`src/design/quoted_string_unescape_utf8_top_defines.svh`:
```
`ifndef QUOTED_STRING_UNESCAPE_UTF8_TOP_DEFINES_SVH
`define QUOTED_STRING_UNESCAPE_UTF8_TOP_DEFINES_SVH

// Same-cycle implication, sampled on clk, off while rst_n is low.
`define QSU_ASSERT_IMP(lbl, ante, cons, msg) \
    lbl: assert property (@(posedge clk) disable iff (!rst_n) (ante) |-> (cons)) \
        else $error(msg);

// Next-cycle implication.
`define QSU_ASSERT_NXT(lbl, ante, cons, msg) \
    lbl: assert property (@(posedge clk) disable iff (!rst_n) (ante) |=> (cons)) \
        else $error(msg);

`endif

```
`src/design/qsu_pkg.sv`:
```
`timescale 1ns / 1ps

package qsu_pkg;

    localparam int unsigned CHAR_W = 21;
    localparam int unsigned QDEPTH = 4;
    localparam int unsigned QAW    = $clog2(QDEPTH);

    localparam logic [CHAR_W-1:0] CH_QUOTE  = CHAR_W'('h22);
    localparam logic [CHAR_W-1:0] CH_BSLASH = CHAR_W'('h5C);
    localparam logic [CHAR_W-1:0] CH_N      = CHAR_W'('h6E);
    localparam logic [CHAR_W-1:0] CH_T      = CHAR_W'('h74);
    localparam logic [CHAR_W-1:0] CH_U      = CHAR_W'('h75);
    localparam logic [CHAR_W-1:0] CH_NL     = CHAR_W'('h0A);
    localparam logic [CHAR_W-1:0] CH_TAB    = CHAR_W'('h09);
    localparam logic [7:0]        BYTE_BSLASH = 8'h5C;

    typedef enum logic [1:0] {
        MODE_IDLE = 2'd0,
        MODE_STR  = 2'd1,
        MODE_ESC  = 2'd2,
        MODE_HEX  = 2'd3
    } scan_mode_t;

    typedef enum logic [1:0] {
        KIND_DATA   = 2'd0,
        KIND_CLOSE  = 2'd1,
        KIND_SYNTAX = 2'd2,
        KIND_UNTERM = 2'd3
    } kind_t;

    // One decoded character's worth of work for the back end:
    // optional backslash byte, optional code point, optional status word.
    typedef struct packed {
        logic              bs;
        logic              has_cp;
        logic [CHAR_W-1:0] cp;
        logic              has_tail;
        kind_t             tail_kind;
    } cmd_t;

    typedef struct packed {
        logic full;
        logic empty;
    } q_status_t;

endpackage

```
`src/design/quoted_string_unescape_utf8_top.sv`:
```
`timescale 1ns / 1ps
// Channel | Handshake            | Payload                      | Word
// input   | in_valid / in_ready  | in_char[20:0], end_of_text   | one source character
// output  | out_valid / out_ready| out_byte[7:0], kind, run_last| one decoded byte or status
//
// A character is taken every cycle while the four-entry command queue has room.
// Results leave at one word per cycle from the back end's output register while the
// output does not stall, so a character that decodes to n words holds the back end until
// all n have left; plain ASCII then runs at one character per cycle. out_valid for the
// first result rises after the queue and then the output register have been written.
// Reset (rst_n low, asynchronous) returns the scanner to idle and empties the queue.
// A stalled output fills the queue, after which in_ready drops.
`include "quoted_string_unescape_utf8_top_defines.svh"

module quoted_string_unescape_utf8_top (
    input  logic        clk,
    input  logic        rst_n,
    input  logic        in_valid,
    output logic        in_ready,
    input  logic [20:0] in_char,
    input  logic        end_of_text,
    output logic        out_valid,
    input  logic        out_ready,
    output logic [7:0]  out_byte,
    output logic [1:0]  kind,
    output logic        run_last
);
    import qsu_pkg::*;

    // front end -> queue
    logic      push;
    cmd_t      wr_cmd;
    // queue -> back end
    cmd_t      head;
    logic      pop;
    q_status_t q_stat;

    // Scanner: quote/escape/hex state, one character per cycle while the queue has room,
    // emits a command only when the character produces output.
    qsu_front u_front (
        .clk         (clk),
        .rst_n       (rst_n),
        .in_valid    (in_valid),
        .in_ready    (in_ready),
        .in_char     (in_char),
        .end_of_text (end_of_text),
        .q_stat      (q_stat),
        .push        (push),
        .cmd         (wr_cmd)
    );

    // Decouples the scanner from output stalls and multi-byte expansion.
    qsu_queue u_queue (
        .clk    (clk),
        .rst_n  (rst_n),
        .push   (push),
        .wr_cmd (wr_cmd),
        .pop    (pop),
        .head   (head),
        .q_stat (q_stat)
    );

    // Expander: walks backslash, UTF-8 bytes and status word of the head
    // command into the registered output.
    qsu_back u_back (
        .clk       (clk),
        .rst_n     (rst_n),
        .head      (head),
        .q_stat    (q_stat),
        .pop       (pop),
        .out_valid (out_valid),
        .out_ready (out_ready),
        .out_byte  (out_byte),
        .kind      (kind),
        .run_last  (run_last)
    );

    `QSU_ASSERT_IMP(a_no_push_full, push, !q_stat.full, "command pushed into full queue")
    `QSU_ASSERT_IMP(a_no_pop_empty, pop, !q_stat.empty, "command popped from empty queue")
    `QSU_ASSERT_IMP(a_status_last, out_valid && (kind != KIND_DATA), run_last && (out_byte == 8'h00), "status word not last or has nonzero byte")
    `QSU_ASSERT_NXT(a_push_fills, push && !pop && q_stat.empty, !q_stat.empty, "queue stayed empty after push")

endmodule

```
`src/design/qsu_front.sv`:
```
`timescale 1ns / 1ps

module qsu_front (
    input  logic                  clk,
    input  logic                  rst_n,
    input  logic                  in_valid,
    output logic                  in_ready,
    input  logic [20:0]           in_char,
    input  logic                  end_of_text,
    input  qsu_pkg::q_status_t    q_stat,
    output logic                  push,
    output qsu_pkg::cmd_t         cmd
);
    import qsu_pkg::*;

    scan_mode_t  mode_reg, mode_next;
    logic [1:0]  hex_cnt_reg, hex_cnt_next;
    logic [15:0] hex_acc_reg, hex_acc_next;
    logic        fire;
    logic        hex_ok;
    logic [3:0]  hex_val;

    assign in_ready = !q_stat.full;
    assign fire     = in_valid && in_ready;

    // lowercase hex digit decode
    always_comb
    begin
        hex_ok  = 1'b0;
        hex_val = in_char[3:0];
        if (in_char >= CHAR_W'('h30) && in_char <= CHAR_W'('h39))
        begin
            hex_ok = 1'b1;
        end
        else if (in_char >= CHAR_W'('h61) && in_char <= CHAR_W'('h66))
        begin
            hex_ok  = 1'b1;
            hex_val = in_char[3:0] + 4'd9;
        end
    end

    always_ff @(posedge clk or negedge rst_n)
    begin
        if (!rst_n)
        begin
            mode_reg    <= MODE_IDLE;
            hex_cnt_reg <= 2'd0;
            hex_acc_reg <= 16'd0;
        end
        else if (fire)
        begin
            mode_reg    <= mode_next;
            hex_cnt_reg <= hex_cnt_next;
            hex_acc_reg <= hex_acc_next;
        end
    end

    always_comb
    begin
        mode_next     = mode_reg;
        hex_cnt_next  = hex_cnt_reg;
        hex_acc_next  = hex_acc_reg;
        cmd           = '0;
        cmd.cp        = in_char;
        cmd.tail_kind = KIND_DATA;

        unique case (mode_reg)
            MODE_IDLE:
            begin
                if (in_char == CH_QUOTE)
                begin
                    mode_next = MODE_STR;
                end
                else
                begin
                    cmd.has_tail  = 1'b1;
                    cmd.tail_kind = KIND_SYNTAX;
                end
            end
            MODE_STR:
            begin
                priority if (in_char == CH_BSLASH)
                begin
                    mode_next = MODE_ESC;
                end
                else if (in_char == CH_QUOTE)
                begin
                    cmd.has_tail  = 1'b1;
                    cmd.tail_kind = KIND_CLOSE;
                    mode_next     = MODE_IDLE;
                end
                else
                begin
                    cmd.has_cp = 1'b1;
                end
            end
            MODE_ESC:
            begin
                mode_next = MODE_STR;
                priority if (in_char == CH_N || in_char == CH_NL)
                begin
                    cmd.has_cp = 1'b1;
                    cmd.cp     = CH_NL;
                end
                else if (in_char == CH_T)
                begin
                    cmd.has_cp = 1'b1;
                    cmd.cp     = CH_TAB;
                end
                else if (in_char == CH_BSLASH)
                begin
                    cmd.has_cp = 1'b1;
                    cmd.cp     = CH_BSLASH;
                end
                else if (in_char == CH_U)
                begin
                    mode_next    = MODE_HEX;
                    hex_cnt_next = 2'd0;
                    hex_acc_next = 16'd0;
                end
                else
                begin
                    // unknown escape passes through with its backslash
                    cmd.bs     = 1'b1;
                    cmd.has_cp = 1'b1;
                end
            end
            MODE_HEX:
            begin
                if (!hex_ok)
                begin
                    cmd.has_tail  = 1'b1;
                    cmd.tail_kind = KIND_SYNTAX;
                    mode_next     = MODE_IDLE;
                    hex_cnt_next  = 2'd0;
                    hex_acc_next  = 16'd0;
                end
                else if (hex_cnt_reg == 2'd3)
                begin
                    cmd.has_cp   = 1'b1;
                    cmd.cp       = {5'd0, hex_acc_reg[11:0], hex_val};
                    mode_next    = MODE_STR;
                    hex_cnt_next = 2'd0;
                    hex_acc_next = 16'd0;
                end
                else
                begin
                    hex_acc_next = {hex_acc_reg[11:0], hex_val};
                    hex_cnt_next = hex_cnt_reg + 2'd1;
                end
            end
            default:
            begin
                mode_next = MODE_IDLE;
            end
        endcase

        if (end_of_text && mode_next != MODE_IDLE)
        begin
            cmd.has_tail  = 1'b1;
            cmd.tail_kind = KIND_UNTERM;
            mode_next     = MODE_IDLE;
            hex_cnt_next  = 2'd0;
            hex_acc_next  = 16'd0;
        end
    end

    assign push = fire && (cmd.bs || cmd.has_cp || cmd.has_tail);

endmodule

```
`src/design/qsu_queue.sv`:
```
`timescale 1ns / 1ps

module qsu_queue (
    input  logic               clk,
    input  logic               rst_n,
    input  logic               push,
    input  qsu_pkg::cmd_t      wr_cmd,
    input  logic               pop,
    output qsu_pkg::cmd_t      head,
    output qsu_pkg::q_status_t q_stat
);
    import qsu_pkg::*;

    cmd_t           q_reg [QDEPTH];
    logic [QAW-1:0] wr_ptr_reg, rd_ptr_reg;
    logic [QAW:0]   count_reg, count_next;

    assign head         = q_reg[rd_ptr_reg];
    assign q_stat.full  = (count_reg == (QAW+1)'(QDEPTH));
    assign q_stat.empty = (count_reg == '0);

    always_comb
    begin
        count_next = count_reg;
        if (push && !pop)
        begin
            count_next = count_reg + 1'b1;
        end
        else if (pop && !push)
        begin
            count_next = count_reg - 1'b1;
        end
    end

    always_ff @(posedge clk or negedge rst_n)
    begin
        if (!rst_n)
        begin
            wr_ptr_reg <= '0;
            rd_ptr_reg <= '0;
            count_reg  <= '0;
        end
        else
        begin
            if (push)
            begin
                wr_ptr_reg <= wr_ptr_reg + 1'b1;
            end
            if (pop)
            begin
                rd_ptr_reg <= rd_ptr_reg + 1'b1;
            end
            count_reg <= count_next;
        end
    end

    always_ff @(posedge clk)
    begin
        if (push)
        begin
            q_reg[wr_ptr_reg] <= wr_cmd;
        end
    end

endmodule

```
`src/design/qsu_back.sv`:
```
`timescale 1ns / 1ps

module qsu_back (
    input  logic               clk,
    input  logic               rst_n,
    input  qsu_pkg::cmd_t      head,
    input  qsu_pkg::q_status_t q_stat,
    output logic               pop,
    output logic               out_valid,
    input  logic               out_ready,
    output logic [7:0]         out_byte,
    output logic [1:0]         kind,
    output logic               run_last
);
    import qsu_pkg::*;

    logic [2:0] pos_reg, pos_next;
    logic       out_valid_reg, out_valid_next;
    logic [7:0] out_byte_reg;
    kind_t      kind_reg;
    logic       run_last_reg;

    logic [1:0] cls;
    logic [2:0] len;
    logic [2:0] total;
    logic [2:0] j;
    logic       fire;
    logic       is_last;
    logic [7:0] cur_byte;
    kind_t      cur_kind;

    // byte jj of the UTF-8 form, class c = byte count - 1
    function automatic logic [7:0] utf8_byte(input logic [20:0] cp, input logic [1:0] c,
                                             input logic [1:0] jj);
        logic [7:0] b;
        b = 8'h00;
        unique case (c)
            2'd0: b = {1'b0, cp[6:0]};
            2'd1:
            begin
                if (jj == 2'd0) b = {3'b110, cp[10:6]};
                else            b = {2'b10, cp[5:0]};
            end
            2'd2:
            begin
                unique case (jj)
                    2'd0:    b = {4'b1110, cp[15:12]};
                    2'd1:    b = {2'b10, cp[11:6]};
                    default: b = {2'b10, cp[5:0]};
                endcase
            end
            default:
            begin
                unique case (jj)
                    2'd0:    b = {5'b11110, cp[20:18]};
                    2'd1:    b = {2'b10, cp[17:12]};
                    2'd2:    b = {2'b10, cp[11:6]};
                    default: b = {2'b10, cp[5:0]};
                endcase
            end
        endcase
        return b;
    endfunction

    always_comb
    begin
        priority if (head.cp[20:16] != '0) cls = 2'd3;
        else if (head.cp[15:11] != '0)     cls = 2'd2;
        else if (head.cp[10:7] != '0)      cls = 2'd1;
        else                               cls = 2'd0;
    end

    assign len   = {1'b0, cls} + 3'd1;
    assign total = {2'b0, head.bs} + (head.has_cp ? len : 3'd0) + {2'b0, head.has_tail};
    assign j     = pos_reg - {2'b0, head.bs};

    always_comb
    begin
        cur_byte = 8'h00;
        cur_kind = KIND_DATA;
        priority if (head.bs && pos_reg == 3'd0)
        begin
            cur_byte = BYTE_BSLASH;
        end
        else if (head.has_cp && j < len)
        begin
            cur_byte = utf8_byte(head.cp, cls, j[1:0]);
        end
        else
        begin
            cur_kind = head.tail_kind;
        end
    end

    assign is_last = (pos_reg == total - 3'd1);
    assign fire    = !q_stat.empty && (!out_valid_reg || out_ready);
    assign pop     = fire && is_last;

    always_comb
    begin
        pos_next       = pos_reg;
        out_valid_next = out_valid_reg;
        if (out_ready)
        begin
            out_valid_next = 1'b0;
        end
        if (fire)
        begin
            out_valid_next = 1'b1;
            pos_next       = is_last ? 3'd0 : pos_reg + 3'd1;
        end
    end

    always_ff @(posedge clk or negedge rst_n)
    begin
        if (!rst_n)
        begin
            pos_reg       <= 3'd0;
            out_valid_reg <= 1'b0;
        end
        else
        begin
            pos_reg       <= pos_next;
            out_valid_reg <= out_valid_next;
        end
    end

    always_ff @(posedge clk)
    begin
        if (fire)
        begin
            out_byte_reg <= cur_byte;
            kind_reg     <= cur_kind;
            run_last_reg <= is_last;
        end
    end

    assign out_valid = out_valid_reg;
    assign out_byte  = out_byte_reg;
    assign kind      = kind_reg;
    assign run_last  = run_last_reg;

endmodule
```
`config.mk`:
```
export PLATFORM = sky130hd
export DESIGN_NAME = quoted_string_unescape_utf8_top
export DESIGN_NICKNAME = d
export VERILOG_FILES = /design/src/design/qsu_pkg.sv /design/src/design/quoted_string_unescape_utf8_top.sv /design/src/design/qsu_front.sv /design/src/design/qsu_queue.sv /design/src/design/qsu_back.sv
export VERILOG_INCLUDE_DIRS = /design/src /design/src/design
export SDC_FILE = /design/constraint.sdc
export NUM_CORES = 1
export LEC_CHECK = 0
export ABC_CLOCK_PERIOD_IN_PS = 7840
export BUFFER_PORTS_ARGS = -buffer_cell sky130_fd_sc_hd__buf_2
export CAP_MARGIN = 5
export CELL_PAD_IN_SITES_DETAIL_PLACEMENT = 0
export CELL_PAD_IN_SITES_GLOBAL_PLACEMENT = 1
export CORE_UTILIZATION = 55
export CTS_CLUSTER_DIAMETER = 30
export DETAILED_ROUTE_END_ITERATION = 6
export GPL_TIMING_DRIVEN = 0
export PLACE_DENSITY = 0.88
export SLEW_MARGIN = 20
export SYNTH_ARGS = -nofsm -noshare
export SYNTH_HDL_FRONTEND = slang
export SYNTH_SLANG_ARGS = --single-unit
```
`constraint.sdc`:
```
create_clock -name clk -period 7.84 [get_ports clk]
set_clock_uncertainty 0.15 [all_clocks]
set_input_delay 0.392 -clock clk [delete_from_list [all_inputs] [get_ports clk]]
set_output_delay 0.392 -clock clk [all_outputs]
set_load 0.02 [all_outputs]
```
Word level (Yosys, flattened, before mapping)
Memories as Yosys holds them, arrays and structs flattened.
Index checks and enable logic that the tools add are counted.
{ "totals": {"reg_bits": 38, "mem_bits_rw": 104, "input_bits": 26, "output_inout_bits": 13, "wordCells": 154, "mem_count": 1} }
{ "op_classes": {"n_addsub": 12, "order_cmp": 5, "eq_ne": 20, "muxes": 68, "n_bitwise": 1, "n_reduce_logical": 35} }
{ "memory_table": {"columns": ["name", "depth", "word_bits", "rd", "rd_clocked_by_memory_dff", "write_ports", "line", "source"], "rows": [
  ["u_queue.q_reg", 4, 26, 1, 0, 1, "qsu_queue.sv:14", "cmd_t q_reg [QDEPTH];"]
]} }
{ "op_table": {"columns": ["op", "count"], "rows": [
  ["2-to-1 mux 22 bit", 4],
  ["== test 21 x 7 -> 1 bit (second input constant)", 4],
  ["2-to-1 mux 12 bit", 7],
  ["one-hot mux 21 bit (2 select lines)", 1],
  ["2-to-1 mux 2 bit", 20],
  ["2-to-1 mux 3 bit", 9],
  ["one-hot mux 12 bit (2 select lines)", 1],
  ["one-hot mux 8 bit (3 select lines)", 1],
  ["== test 21 x 4 -> 1 bit (second input constant)", 1],
  ["== test 21 x 6 -> 1 bit (second input constant)", 1],
  ["greater-or-equal comparator 21 x 6 -> 1 bit (second input constant)", 1],
  ["greater-or-equal comparator 21 x 7 -> 1 bit (second input constant)", 1],
  ["<= comparator 21 x 6 -> 1 bit (second input constant)", 1],
  ["<= comparator 21 x 7 -> 1 bit (second input constant)", 1],
  ["2-to-1 mux 21 bit", 1],
  ["one-hot mux 7 bit (3 select lines)", 1],
  ["2-to-1 mux 1 bit", 14],
  ["2-to-1 mux 7 bit", 2],
  ["one-hot mux 7 bit (2 select lines)", 1],
  ["logical AND 1 bit", 11],
  ["== test 2 bit (second input constant)", 5],
  ["nonzero test 5 bit", 2],
  ["!= test 3 bit (second input constant)", 3],
  ["one-hot mux 3 bit (3 select lines)", 1],
  ["other kinds (27)", 47]
]} }

Depth between registers and ports, before layout
{ "logic_depth": {"ltp_word": 15, "depth_mapped": 21, "mapped_depth_nobuf": 19} }

Cells and area by module
Synthesis repeated with hierarchy kept, for this count alone.
{ "unflattened": {"hier_cells": 508, "hier_area_um2": 7130.6} }
{ "by_module_without_submodules": {"columns": ["mod", "n_inst", "cells_per_inst", "area_per_inst_um2", "seq_area_each_um2"], "rows": [
  ["qsu_queue", 1, 170, 4195.3, 3298.2],
  ["qsu_front", 1, 186, 1521.5, 400.4],
  ["qsu_back", 1, 152, 1413.9, 430.4]
]} }

Least setup slack after synthesis
OpenSTA, ideal clock, no wires.
{ "synth_timing": {"path_kind": "reg-to-reg", "from": "register u_queue.rd_ptr_reg[0]", "to": "register u_queue.count_reg[1]", "setup_time_ns": 0.125, "arrival_ns": 4.705, "t_required_ns": 7.565, "path_slack_ns": 2.860, "path_stages_with_launch": 20, "path_buffers": 2, "period_less_slack_ns": 4.980, "path_cell_list": "dfrtp_1 buf_6 buf_2 mux4_2 nor4_1 nand2b_1 a21oi_1 nand2_1 ha_1 inv_1 ha_1 fa_1 xnor2_1 xnor2_1 nor3_1 nand2_1 ha_1 inv_1 fa_1 mux2_2"} }
{ "synth_between": {"elab_chain_len": 15, "word_cells_on_any_way": 19, "cone_classes": "add/sub (4); eq/ne (1); mux (5); reduce/logical (8); memory (1)"} }
{ "synth_rtl": {"columns": ["item", "line", "source"], "rows": [
  ["start: declaration", "qsu_queue.sv:15", "logic [QAW-1:0] wr_ptr_reg, rd_ptr_reg;"],
  ["start signal: assignment", "qsu_queue.sv:51", "rd_ptr_reg <= rd_ptr_reg + 1'b1;"],
  ["memory read (4 x 26 bit) (*)", null, null],
  ["nonzero test 4 bit", "qsu_back.sv:69", "else if (head.cp[10:7] != '0) cls = 2'd1;"],
  ["2-to-1 mux 1 bit", "qsu_back.sv:69", null],
  ["2-to-1 mux 2 bit", "qsu_back.sv:68", "else if (head.cp[15:11] != '0) cls = 2'd2;"],
  ["2-to-1 mux 2 bit", "qsu_back.sv:67", "priority if (head.cp[20:16] != '0) cls = 2'd3;"],
  ["adder 2 x 1 -> 3 bit", "qsu_back.sv:73", "assign len = {1'b0, cls} + 3'd1;"],
  ["2-to-1 mux 3 bit", "qsu_back.sv:74", "assign total = {2'b0, head.bs} + (head.has_cp ? len : 3'd0) + {2'b0, head.has_tail};"],
  ["adder 1 x 3 -> 3 bit", "qsu_back.sv:74", null],
  ["adder 3 x 1 -> 3 bit (*)", "qsu_back.sv:74", null],
  ["subtractor 3 x 1 -> 3 bit (*)", "qsu_back.sv:95", "assign is_last = (pos_reg == total - 3'd1);"],
  ["== test 3 bit (*)", "qsu_back.sv:95", null],
  ["via u_back.is_last", "qsu_back.sv:28", "logic is_last;"],
  ["logical AND 1 bit (*)", "qsu_back.sv:97", "assign pop = fire && is_last;"],
  ["zero test 1 bit (*)", "qsu_queue.sv:25", "if (push && !pop)"],
  ["logical AND 1 bit (*)", "qsu_queue.sv:25", null],
  ["2-to-1 mux 3 bit (*)", "qsu_queue.sv:25", null],
  ["via u_queue.count_next[1]", "qsu_queue.sv:16", "logic [QAW:0] count_reg, count_next;"],
  ["end signal: assignment", "qsu_queue.sv:53", "count_reg <= count_next;"],
  ["end: declaration", "qsu_queue.sv:16", null]
]} }
Mark *: on every way through the listed nets, which the timed path passes. The rest lies on a longest branch.
A chain may end at the register's enable or synchronous reset.

Final worst setup path
{ "layout_timing": {"from": "register u_queue.rd_ptr_reg[1]", "to": "register u_queue.count_reg[1]"} }
Same word-level chain as after synthesis.

==> out/qor.txt <==
Ports -> 39
vias in the first global route -> 4621
NetSw -> 1.09 mW
final period utilization -> 0.776
routability cong. -> 0.897
fin. max-slew vios -> 0
Root Driver -> clkbuf_16
Final HPWL DP -> 11300 um
Clk pwr share -> 0.261
Die X-Extent -> 115 um
area of the multi-input gates -> 2680 sq um
RSZ-0062 raised after global routing -> false
post-route ant nets -> 0
sequential cell area fraction in the yosys report -> 0.589
max frequency -> 0.164 GHz
leakage -> 3.02 nW
overall die height -> 115 um
Buffers on Ports -> 37
syn_nets -> 566
CTS Buffer Depth -> 2
IR drop worst, VDD -> 169 uV
dpl ws -> 1.73 ns
fin area -> 8160 sq um
CTS Sinks -> 142
site row count -> 40
drt total wl -> 15800 um
combinational power share -> 0.395
grt total ovfl -> 0
nature of the critical path startpoint -> register
Post-synth ARST share -> 0.190
initial drt markers -> 485
status -> finished clean
max_cap viols -> 0
total power -> 3.11 mW
Ant. Diodes -> 0
Critical Path AT -> 6.24 ns
placed cell areas -> 7550 sq um
Storage cell area -> 4130 sq um
core area -> 12200 sq um
minimum clock period -> 6.09 ns
Int Power -> 2.02 mW
Least-Margin Pin Slew -> 1.03 ns
critical path peak fanout -> 10
DR DRC count -> 0
clock latency at the later pin of the worst-skew pair -> 0.42 ns
Total GRT Usage -> 0.261
Power Density -> 381 nW/um^2
endpoints failing setup -> 0
switching part of the total power -> 0.350
via count -> 4680
Finished Core Util -> 0.668
die footprint -> 13200 sq um
worst hold path class -> in -> reg
Fin Setup TNS -> 0 ns
Setup CP Type -> reg -> reg
DRT Pass-1 Iters -> 6
vias per std cell -> 6.17
Post-Synthesis Cells -> 515
WP data required -> 7.99 ns
Layout fillers -> 901
Worst Slack Setup Final -> 1.75 ns
Mean Syn Cell Area -> 13.6 sq um
H-tree Lvls -> 4
CTS tree -> built
Yosys reg bits -> 142
fraction of final layout cells sized beyond drive strength 1 -> 0.212
Starting Density -> 0.574
number of flip-flops in the largest register -> 104
cts bufs inserted -> 17
crit end category -> register
Area growth, synth to finish -> 16.5%
clock-pin slew on the worst setup and hold paths -> 0.06 ns
sequential share of power -> 0.343
WL/cell -> 20.8 um
slew margin rel. -> 0.310
first-pass GRT wire length -> 25200 um
number of synthesized flops with an enable pin -> 115
post-synthesis instance area -> 7000 sq um
Yosys Warn Count -> 0
unique cell type count in the Yosys netlist -> 73
ys flop type -> edfxtp_1
fin nets -> 628
largest net degree at the start of global routing -> 28
initial antenna violation count -> 0
Fin. Hold Viols -> 0
==> final cells by class <==
type | instances | share of cell area
multi-input cells | 316 | 0.328
flip-flops and latches | 142 | 0.506
clock inverters | 9 | 0.0166
well taps | 168 | 0.0258
plain buffers | 26 | 0.0140
inverters | 31 | 0.0143
clock buffers | 23 | 0.0561
repair buffers | 43 | 0.0388
==> through the flow <==
step	hold WS (ns)	cells
final	0.00932	758
after global routing	0.00612	758
after CTS	0.00390	758
after detailed placement	0.309	725
after global placement	0.308	720
after floorplan	-0.0536	515
==> cell families after synthesis <==
family          Yosys count  synth area share
compound gates          109             0.113
simple gates            134            0.0995
xor+xnor                 13            0.0163
buf+inv                  57            0.0329
fa+ha+maj                25            0.0468
flops                   142             0.589
mux                      35             0.103
==> worst max-delay path, cell delays in order (launching register included) <==
cell and delay (ns):
dfrtp_1 0.33, clkbuf_1 0.44, buf_2 0.38, mux4_2 0.38, nor4_1 0.33, nand2b_1 0.20, a21oi_1 0.37, nand2_1 0.13
ha_1 0.29, inv_1 0.04, ha_1 0.18, fa_1 0.37, xnor2_1 0.20, xnor2_1 0.10, nor3_1 0.75, nand2_1 0.29
ha_1 0.29, inv_1 0.08, fa_1 0.39, mux2_2 0.27
==> placed cells by master (no fill, tap or decap), types with 4 or more instances in the layout <==
master / Yosys / final
and4_1: 4 / 4
xnor2_1: 7 / 7
xor2_1: 6 / 6
o21ai_0: 20 / 20
buf_16: 0 / 4
dfrtp_1: 27 / 27
nor2_1: 25 / 21
and3_1: 6 / 6
ha_1: 23 / 23
a21oi_1: 16 / 15
clkbuf_16: 0 / 17
nor2_4: 0 / 4
o22ai_1: 4 / 4
nor4_1: 5 / 5
nand2_1: 41 / 41
clkbuf_1: 19 / 24
edfxtp_1: 115 / 115
buf_2: 4 / 41
inv_1: 29 / 29
mux4_2: 29 / 29
nand2b_1: 6 / 6
a21o_1: 10 / 10
nand3_1: 12 / 12
nor3_1: 11 / 11
a31oi_1: 5 / 5
a22o_1: 10 / 10
o21ai_1: 9 / 9
==> path summary, 6_finish.rpt <==
kind	cells after the start	slack, ns	to	startpoint
setup / recovery	19	1.75	u_queue.count_reg[1]$_DFFE_PN0P_	u_queue.rd_ptr_reg[1]$_DFFE_PN0P_
min in group asynchronous	2	0.39	u_front.mode_reg[0]$_DFFE_PN0P_	rst_n
hold / removal	2	0.009	u_back.out_valid$_DFFE_PN0P_	out_ready
max in group asynchronous	2	6.71	u_back.pos_reg[1]$_DFFE_PN0P_	rst_n
hold reg to reg	1	0.33	u_front.hex_cnt_reg[0]$_DFFE_PN0P_	u_front.hex_cnt_reg[0]$_DFFE_PN0P_
setup reg to reg	19	1.75	u_queue.count_reg[1]$_DFFE_PN0P_	u_queue.rd_ptr_reg[1]$_DFFE_PN0P_
==> per-layer routing <==
layer | wire, um | share of wire | track usage | up-vias
met2 | 8010 | 0.51 | 0.435 | 234
met3 | 1130 | 0.071 | 0.0469 | 27
met1 | 6400 | 0.41 | 0.350 | 2304
met5 | 0 | 0 | 0 | -
met4 | 246 | 0.016 | 0.0848 | 0
li1 | - | - | - | 2115
==> Yosys cell counts (3+ instances only) <==
| cell type | count | area (sq um) |
|---|---|---|
| nor2_1 | 25 | 93.8 |
| edfxtp_1 | 115 | 3450 |
| clkbuf_1 | 19 | 71.3 |
| nor4_1 | 5 | 31.3 |
| ha_1 | 23 | 288 |
| a22o_1 | 10 | 87.6 |
| inv_1 | 29 | 109 |
| nor3_1 | 11 | 55.1 |
| o21a_1 | 3 | 22.5 |
| a21oi_1 | 16 | 80.1 |
| buf_2 | 4 | 20.0 |
| nand2b_1 | 6 | 37.5 |
| a221o_1 | 3 | 30.0 |
| nor2b_1 | 3 | 18.8 |
| nand2_1 | 41 | 154 |
| and3_1 | 6 | 37.5 |
| dfrtp_1 | 27 | 676 |
| nand3_1 | 12 | 60.1 |
| o21ai_1 | 9 | 45.0 |
| o21ai_0 | 20 | 100 |
| o22ai_1 | 4 | 25.0 |
| mux2_2 | 3 | 33.8 |
| xnor2_1 | 7 | 61.3 |
| xor2_1 | 6 | 52.6 |
| and4_1 | 4 | 35.0 |
| mux4_2 | 29 | 653 |
| a21o_1 | 10 | 75.1 |
| a211oi_1 | 3 | 22.5 |
| or4_1 | 3 | 22.5 |
| a31oi_1 | 5 | 31.3 |
==> power by group through the flow <==
stage	Combinational [mW]	Clock (mW)	Sequential (mW)
final	1.23	0.813	1.07
after global routing	1.34	0.849	1.08
after detailed placement	1.22	0	1.08
after global placement	1.13	0	1.08
after CTS	1.23	0.819	1.07
after floorplan	0.818	0	1.11
==> what timing repair did <==
action	CTS	global route
hold buffers	1	0
buffers inserted	0	0
hold endpoints to repair	27	0
gates resized for setup	0	0
setup endpoints to repair	0	0
Power figures use the tool's default switching activity.
